File: src/rtl/bsl_pkg.sv
`timescale 1ns / 1ps
// ----------------------------------------------------------------------------
// bsl_pkg
// Shared types and constants of the background score learner.
// ----------------------------------------------------------------------------
package bsl_pkg;

    localparam int FRAME_PIXELS = 307200;
    localparam int ADDR_W       = $clog2(FRAME_PIXELS);

    localparam int PIX_IDX_W = 19;
    localparam int GRAY_W    = 8;
    localparam int SCORE_W   = 9;
    localparam int SENS_W    = 8;
    localparam int DEC_W     = 7;

    localparam int CFG_IDX_W  = 3;
    localparam int CFG_DATA_W = 9;

    // configuration register indexes
    localparam logic [CFG_IDX_W-1:0] CFG_DIFF_SENSITIVITY = 3'd0;
    localparam logic [CFG_IDX_W-1:0] CFG_SCORE_DECREMENT  = 3'd1;
    localparam logic [CFG_IDX_W-1:0] CFG_FORGET_SCORE     = 3'd2;
    localparam logic [CFG_IDX_W-1:0] CFG_LEARN_LEVEL      = 3'd3;
    localparam logic [CFG_IDX_W-1:0] CFG_SCORE_CEILING    = 3'd4;

    localparam logic [SENS_W-1:0]  RST_DIFF_SENSITIVITY = 8'd10;
    localparam logic [DEC_W-1:0]   RST_SCORE_DECREMENT  = 7'd4;
    localparam logic [SCORE_W-1:0] RST_FORGET_SCORE     = 9'd150;
    localparam logic [SCORE_W-1:0] RST_LEARN_LEVEL      = 9'd120;
    localparam logic [SCORE_W-1:0] RST_SCORE_CEILING    = 9'd300;

    typedef struct packed {
        logic [SENS_W-1:0]  diff_sensitivity;
        logic [DEC_W-1:0]   score_decrement;
        logic [SCORE_W-1:0] forget_score;
        logic [SCORE_W-1:0] learn_level;
        logic [SCORE_W-1:0] score_ceiling;
    } t_cfg;

    // one memory word: score and background of one pixel
    typedef struct packed {
        logic [SCORE_W-1:0] score;
        logic [GRAY_W-1:0]  bg;
    } t_entry;

endpackage

File: src/rtl/bsl_update.sv
`timescale 1ns / 1ps
// ----------------------------------------------------------------------------
// bsl_update
// Score and background update of one pixel entry.
// ----------------------------------------------------------------------------
module bsl_update
    import bsl_pkg::*;
(
    input  t_cfg              i_cfg,
    input  t_entry            i_old,
    input  logic [GRAY_W-1:0] i_cur,
    input  logic [GRAY_W-1:0] i_prev,
    output t_entry            o_new,
    output logic              o_wrote
);

    logic [GRAY_W-1:0]  change;
    logic               moved;
    logic [SCORE_W:0]   inc;
    logic               learn_hit;
    logic               over_max;
    logic [SCORE_W-1:0] dec_score;

    always_comb begin
        change    = (i_cur > i_prev) ? (i_cur - i_prev) : (i_prev - i_cur);
        moved     = change > i_cfg.diff_sensitivity;
        inc       = {1'b0, i_old.score} + {{SCORE_W{1'b0}}, 1'b1};
        learn_hit = inc == {1'b0, i_cfg.learn_level};
        over_max  = inc > {1'b0, i_cfg.score_ceiling};

        if (i_old.score == i_cfg.score_ceiling) begin
            dec_score = i_cfg.forget_score;
        end else if (i_old.score > {2'b00, i_cfg.score_decrement}) begin
            dec_score = i_old.score - {2'b00, i_cfg.score_decrement};
        end else begin
            dec_score = '0;
        end

        if (moved) begin
            o_new.score = dec_score;
            o_new.bg    = i_old.bg;
            o_wrote     = 1'b0;
        end else begin
            // clamp at the maximum, which also refreshes the background
            o_new.score = over_max ? i_cfg.score_ceiling : inc[SCORE_W-1:0];
            o_wrote     = learn_hit | over_max;
            o_new.bg    = o_wrote ? i_cur : i_old.bg;
        end
    end

endmodule

File: config.mk
export PLATFORM = sky130hd
export DESIGN_NAME = bsl_update
export DESIGN_NICKNAME = d
export VERILOG_FILES = /design/src/rtl/bsl_pkg.sv /design/src/rtl/bsl_update.sv
export SDC_FILE = /design/constraint.sdc
export NUM_CORES = 1
export LEC_CHECK = 0
export ABC_AREA = 0
export BUFFER_PORTS_ARGS = -buffer_cell sky130_fd_sc_hd__buf_4
export CORE_UTILIZATION = 53
export DETAILED_ROUTE_END_ITERATION = 12
export GPL_ROUTABILITY_DRIVEN = 0
export PLACE_DENSITY = 0.85
export SLEW_MARGIN = 20
export SYNTH_ARGS = -nofsm -noshare
export SYNTH_HDL_FRONTEND = slang
export SYNTH_SLANG_ARGS = --single-unit
File: constraint.sdc
create_clock -name vclk -period 8.7
set_input_delay 1.74 -clock vclk [all_inputs]
set_output_delay 1.74 -clock vclk [all_outputs]
set_load 0.02 [all_outputs]
==> results of run 1 <==
## final timing paths
kind	to	from	cells after the start
min	o_new[6]	i_old[6]	4
max	o_new[1]	i_cur[0]	18
## power breakdown
group / switching [W] / internal (W)
combinational: 0.000175 / 0.000141
sequential: 0 / 0
clock: 0 / 0
total: 0.000175 / 0.000141
## layer usage
metal	up-vias	wire length [um]	GRT usage, %
met5	-	0	0
met4	0	40	2.000
met3	6	411	1.587
met2	103	3220	45.50
met1	1231	3248	38.30
li1	1369	-	-
## kinds of logic (layout without fill, tap and decap cells)
family                     after synthesis  in the layout
xor gates and xnor gates                31             31
and+or+nand+nor                         77             77
buffers and inverters                   60            144
AOI/OAI and AO/OA                       95             95
muxes                                   25             25
adders and majority gates               43             43
## Yosys cell counts, drive strengths merged, types with 4 or more instances
library cell / instances
o32ai: 8
inv: 49
nand3: 8
nand2: 13
a21oi: 19
buf: 8
xor2: 13
nor2: 21
nor3: 4
ha: 40
mux2i: 22
nand2b: 5
o21a: 5
nand4: 10
nor2b: 4
xnor2: 17
a22oi: 7
o21ai: 24
o211ai: 5
## through the flow
stage               instances  setup WS, ns
floorplan                 331         1.388
global placement          467         1.148
detailed placement        467        0.9662
CTS                       467        0.9697
global route              467        0.6808
finish                    467        0.9360
## cell type report
cell class	count	area, um^2	share of cell area (%)
multi-input combinational	271	2230	69.86
tap	52	65.06	2.038
inverter	49	183.9	5.762
timing repair buffer	95	713.2	22.34
==> flow_summary_export.csv, run 1 <==
group,metric,value,unit
critical_path,crit_chain,"buf_4 -> inv_1 -> ha_1 -> inv_1 -> fa_1 -> nand3_1 -> a21oi_1 -> o21ai_1 -> mux2_2 -> and3_1 -> or3_1 -> ha_1 -> nand4_1 -> o21ai_0 -> o211ai_1 -> nor4_4 -> o32ai_2 -> buf_4",
layout,synthToLayoutAreaGrowth,29.10,%
layout,drive_above_1_share,27.71,%
sta,fin_crit,7.764,ns
layout,antenna_cells,0,
drt,routed_wl,6.920,mm
logic_synthesis,synth_top_area_share,20.24,%
die,pin_count,93,
die,std_cell_rows,24,
drt,ant_nets,0,
layout,design.seq.count,0,
drt,wire_per_inst,14.82,um
logic_synthesis,synth_largest_area_cell,"ha_1",
global_routing,grtUsageTotal,26.77,%
run_status,status,"completed",
logic_synthesis,syn_area,2472,um^2
critical_path,crit_buf_inv,4,
sta,fmax,128.8,MHz
global_routing,grt_pass1_vias,2490,
sta,slew_violations,0,
layout,nClkBuffers,0,
layout,final_cell_mix,"buf_4 (95), inv_1 (49), ha_1 (40), o21ai_0 (22), mux2i_1 (22)",
drt,firstDrtPassIters,4,
sta,fin_setup_tns,0,ns
logic_synthesis,muxShareOfSynthArea,10.27,%
power,p_per_area,98.98,nW/um^2
global_routing,grt_pass1_wl,11.19,mm
sta,post-route-period-util,89.24,%
flow_run,cap_violations,0,
power,power,0.0003159,W
logic_synthesis,synth-seq-area-share,0,%
die,initial_core_util,56.01,%
critical_path,crit_path_end_kind,"output port",
power,ir_worst_vdd,0.06997,mV
logic_synthesis,synth_compound_area_share,28.34,%
global_routing,grt-ovfl-total,0,
critical_path,required,6.96,ns
die,core,4414,um^2
logic_synthesis,synth_top_family_by_area,"compound AO/OA/AOI/OAI gates",
critical_path,cp_data_arrival_time,6.02,ns
critical_path,worst-path-max-fanout,8,
drt,vias,2709,
critical_path,cp_top_family,"simple AND/OR/NAND/NOR gates",
layout,final_common_cell,"buf_4",
place,dp_hpwl,5.962,mm
critical_path,critPathMaxStageDelay,0.56,ns
layout,nFillCells,349,
drt,drc,0,
drt,routed_via_density,5.801,
sta,slew_headroom,38.11,%
clock_network,cts_resized,0,
layout,fin_area,3192,um^2
logic_synthesis,synth_fa_ha_area_share,22.67,%
critical_path,start_kind,"input pin",
sta,tightest_slew,0.9283,ns
clock_network,post_cts_buffers,0,
logic_synthesis,ys_top_cells_by_area,"ha_1 (20%), mux2i_1 (8.9%), inv_1 (7.4%)",
sta,finalSetupViolations,0,
critical_path,worstSetupPathType,"in -> out",
die,die_area,4942,um^2
logic_synthesis,avgSynthCellArea,7.469,um^2
logic_synthesis,synth_simple_gate_area_share,16.90,%
layout,num-nets-final,535,
logic_synthesis,synth_xor_xnor_area_share,11.84,%
sta,worst_hold_slack,3.884,ns
logic_synthesis,syn-num-nets,449,
power,power_leakage,1.607,nW
global_routing,antenna_found_initial,0,
die,die_w,70.30,um
critical_path,cp_slowest_cell,"nor4_4",
sta,rsz0062_at_grt,"no",
die,die_height,70.30,um
logic_synthesis,yosysWarnings,0,
layout,ff_latch_area,0,um^2
min_path,hp-class,"in -> out",
clock_network,hold_buffers,0,
logic_synthesis,yosysUniqueCellTypes,54,
global_routing,grt_start_max_net_pins,29,
sta,hold_viol_final,0,
logic_synthesis,synthCells,331,
place,port_buffers,93,
place,dpl_cell_area,3192,um^2
layout,utilization,72.31,%
drt,drt_iter0_markers,169,
No activity file was read; power rests on OpenSTA's default activity.
==> run 2, diff against run 1 <==
- PLACE_DENSITY: 0.85 -> 0.91
==> run 2 against run 1 <==
Net effect:
- count of clock-buffer cells in the layout is the same
- sequential cell count is the same
- final cell count is the same
- final area is the same
- non-clock buffer count is the same
- power grew 2.1%
- sequential share of layout area is the same
- critical path type unchanged
- critical endpoint is now o_new[6]
==> flow_summary_export.csv, run 2 (synthesis results as in run 1) <==
group,metric,value,unit
drt,routed_via_density,6.152,
layout,num-nets-final,535,
layout,ff_latch_area,0,um^2
global_routing,grt_pass1_vias,2729,
min_path,hp-class,"in -> out",
power,ir_worst_vdd,0.06905,mV
critical_path,start_kind,"input pin",
layout,drive_above_1_share,27.71,%
die,die_area,4942,um^2
place,dp_hpwl,6.378,mm
layout,nClkBuffers,0,
sta,post-route-period-util,91.36,%
global_routing,antenna_found_initial,0,
drt,drc,0,
layout,synthToLayoutAreaGrowth,29.10,%
flow_run,cap_violations,0,
sta,fin_setup_tns,0,ns
layout,antenna_cells,0,
sta,hold_viol_final,0,
layout,final_common_cell,"buf_4",
min_path,hp-start,"i_old[5]",
drt,vias,2873,
sta,rsz0062_at_grt,"no",
critical_path,worstSetupPathType,"in -> out",
place,port_buffers,93,
die,std_cell_rows,24,
drt,firstDrtPassIters,6,
sta,finalSetupViolations,0,
critical_path,cp_data_arrival_time,6.21,ns
sta,slew_violations,0,
critical_path,startpoint,"i_cur[0]",
layout,design.seq.count,0,
critical_path,worst-path-max-fanout,8,
clock_network,post_cts_buffers,0,
clock_network,cts_resized,0,
global_routing,grt-ovfl-total,0,
critical_path,crit_path_end_kind,"output port",
sta,tightest_slew,0.9529,ns
power,power_leakage,1.607,nW
sta,fin_crit,7.948,ns
drt,wl_met1,3.180,mm
layout,final_cell_mix,"buf_4 (95), inv_1 (49), ha_1 (40), o21ai_0 (22), mux2i_1 (22)",
die,core,4414,um^2
sta,slew_headroom,36.47,%
clock_network,hold_buffers,0,
power,p_per_area,101.0,nW/um^2
die,pin_count,93,
sta,fmax,125.8,MHz
layout,multi_input_area,2230,um^2
run_status,status,"completed",
drt,dr_wl_met2,3.809,mm
layout,nFillCells,333,
global_routing,grt_start_max_net_pins,29,
drt,wire_per_inst,16.36,um
die,die_height,70.30,um
drt,ant_nets,0,
drt,routed.top_layer,"met4",
global_routing,grtUsageTotal,30.27,%
drt,drt_iter0_markers,140,
critical_path,required,6.96,ns
die,initial_core_util,56.01,%
global_routing,grt_pass1_wl,12.47,mm
die,die_w,70.30,um
layout,utilization,72.31,%
drt,wl_met3,550,um
drt,routed_wl,7.641,mm
run 2: final timing paths:
path	depth (start not counted)	slack [ns]	endpoint
max	18	0.75	o_new[6]
min	4	3.89	o_new[5]
run 2: area by class of cell:
| cell class | count | area share, % |
|---|---|---|
| Multi-Input combinational cell | 271 | 69.86 |
| Inverter | 49 | 5.762 |
| Timing Repair Buffer | 95 | 22.34 |
| Tap cell | 52 | 2.038 |
run 2: critical path: stages:
cell	delay, ns
buf_4	0.12
inv_1	0.10
ha_1	0.18
inv_1	0.06
fa_1	0.40
nand3_1	0.10
a21oi_1	0.11
o21ai_1	0.48
mux2_2	0.41
and3_1	0.18
or3_1	0.38
ha_1	0.31
nand4_1	0.10
o21ai_0	0.31
o211ai_1	0.20
nor4_4	0.62
o32ai_2	0.20
buf_4	0.21
run 2: per-stage QoR:
stage / setup WS, ns / hold slack (ns) / total power, W / area [um^2] / instances
CTS: 0.8686 / 3.899 / 0.0003185 / 3192 / 467
detailed placement: 0.8739 / 3.898 / 0.0003167 / 3192 / 467
global placement: 1.199 / 3.883 / 0.0003055 / 3192 / 467
finish: 0.7520 / 3.893 / 0.0003224 / 3192 / 467
global route: 0.6247 / 3.919 / 0.0003470 / 3192 / 467
floorplan: 1.388 / 3.656 / 0.0002059 / 2472 / 331
run 2: per-layer routing:
metal  up-vias  track usage (%)
li1       1367                -
met1      1333            39.05
met2       157            55.24
met3        16            2.309
met4         0            4.444
met5         -                0
run 2: report_power, final:
part / internal [W] / total, W / switching (W)
clock network: 0 / 0 / 0
logic: 0.000141 / 0.000322 / 0.000182
registers: 0 / 0 / 0
total: 0.000141 / 0.000322 / 0.000182
==> run 3, diff against run 2 <==
- CORE_UTILIZATION: 53 -> 40
- PLACE_DENSITY: 0.91 -> 0.76
- clock period: 8.7 -> 7 ns (I/O delays scaled with it)
==> run 3 against run 2 <==
Net effect:
- first-iteration DRC count is 11% higher
- non-clock buffer count is 2 higher
- critical path type unchanged
- final area is 1.9% higher
- wire length is 0.96% lower
- sequential cell count stayed put
- critical path depth is 1 higher
- power is 26% higher
- setup slack worse by 0.49 ns
- count of clock-buffer cells in the layout stayed put
==> flow_summary_export.csv, run 3 (synthesis results as in run 1) <==
group,metric,value,unit
global_routing,grtUsageTotal,22.99,%
layout,nClkBuffers,0,
layout,nFillCells,566,
layout,antenna_cells,0,
global_routing,grt-ovfl-total,0,
drt,wire_per_inst,15.38,um
layout,design.seq.count,0,
drt,firstDrtPassIters,4,
sta,fin_crit,6.742,ns
drt,vias,2841,
sta,slew_violations,0,
global_routing,antenna_found_initial,0,
global_routing,use_met1,29.25,%
die,initial_core_util,41.51,%
drt,routed_wl,7.568,mm
clock_network,hold_buffers,0,
flow_run,cap_violations,0,
layout,ff_latch_area,0,um^2
layout,final_common_cell,"buf_4",
layout,num-nets-final,537,
sta,post-route-period-util,96.32,%
sta,tightest_slew,0.6021,ns
sta,hold_viol_final,0,
global_routing,use_met3,1.250,%
clock_network,post_cts_buffers,0,
global_routing,grt_pass1_vias,2652,
layout,drive_above_1_share,28.30,%
die,pin_count,93,
sta,fin_setup_tns,0,ns
critical_path,crit_path_end_kind,"output port",
critical_path,worst-path-max-fanout,23,
min_path,hold_depth,4,
sta,fmax,148.3,MHz
layout,utilization,54.60,%
critical_path,required,5.60,ns
drt,routed_via_density,5.774,
power,ir_worst_vdd,0.09270,mV
drt,drt_iter0_markers,155,
die,die_area,6500,um^2
drt,ant_nets,0,
power,p_per_area,125.2,nW/um^2
sta,slew_headroom,59.86,%
power,power_leakage,1.623,nW
sta,rsz0062_at_grt,"no",
global_routing,grt_pass1_wl,11.97,mm
critical_path,worstSetupPathType,"in -> out",
critical_path,cp_data_arrival_time,5.34,ns
global_routing,grt_start_max_net_pins,24,
place,port_buffers,93,
layout,final_cell_mix,"buf_4 (96), inv_1 (49), ha_1 (40), o21ai_0 (22), mux2i_1 (22)",
die,die_w,80.62,um
run_status,status,"completed",
place,dp_hpwl,6.396,mm
min_path,hp-class,"in -> out",
global_routing,top_usage_layer,"met2",
sta,finalSetupViolations,0,
global_routing,grt_use_met2,41.02,%
die,std_cell_rows,28,
layout,synthToLayoutAreaGrowth,31.53,%
critical_path,start_kind,"input pin",
power,power,0.0004070,W
clock_network,cts_resized,0,
die,core,5956,um^2
die,die_height,80.62,um
drt,drc,0,
## run 3: changes by cell type in the layout (fill, tap and decap cells not counted)
cell and delta:
buf_12 +1, o21ai_1 -1, buf_4 +1, o21ai_2 +1
## run 3: per-stage QoR
step / hold slack [ns] / area [um^2] / setup WS (ns) / instances
6_report: 3.208 / 3252 / 0.2579 / 492
5_1_grt: 3.232 / 3252 / 0.02359 / 492
4_1_cts: 3.209 / 3248 / 0.2095 / 492
3_5_place_dp: 3.204 / 3248 / 0.2158 / 492
3_3_place_gp: 3.203 / 3248 / 0.3837 / 492
2_1_floorplan: 2.976 / 2472 / 0.3681 / 331
## run 3: final cells by class
class	count	area, um^2	area share [%]
Tap cell	75	93.84	2.886
Inverter	49	183.9	5.656
Multi-Input combinational cell	271	2233	68.68
Timing Repair Buffer	97	740.7	22.78
## run 3: worst paths after layout
| kind | startpoint | endpoint | slack, ns |
|---|---|---|---|
| setup / recovery | i_cur[0] | o_new[4] | 0.26 |
| hold / removal | i_old[2] | o_new[2] | 3.21 |
## run 3: report_power, final
group	internal, W	switching, W	total, W
clock network	0	0	0
registers	0	0	0
logic	0.000183	0.000224	0.000407
total	0.000183	0.000224	0.000407
## run 3: critical path, cell delays in order
cell	delay, ns
buf_4	0.11
inv_1	0.08
ha_1	0.17
inv_1	0.06
fa_1	0.38
nand3_1	0.11
a21oi_1	0.13
o21ai_2	0.32
mux2_2	0.37
and3_1	0.17
or3_1	0.37
ha_1	0.31
nand4_1	0.10
o21ai_0	0.30
o21ai_2	0.19
buf_12	0.21
o21ai_0	0.25
o32ai_2	0.12
buf_4	0.18
## run 3: per-layer routing
layer  up-vias  routed length (um)
met3        20                 513
met2       144                3638
met4         0                 231
met5         -                   0
li1       1369                   -
met1      1308                3184
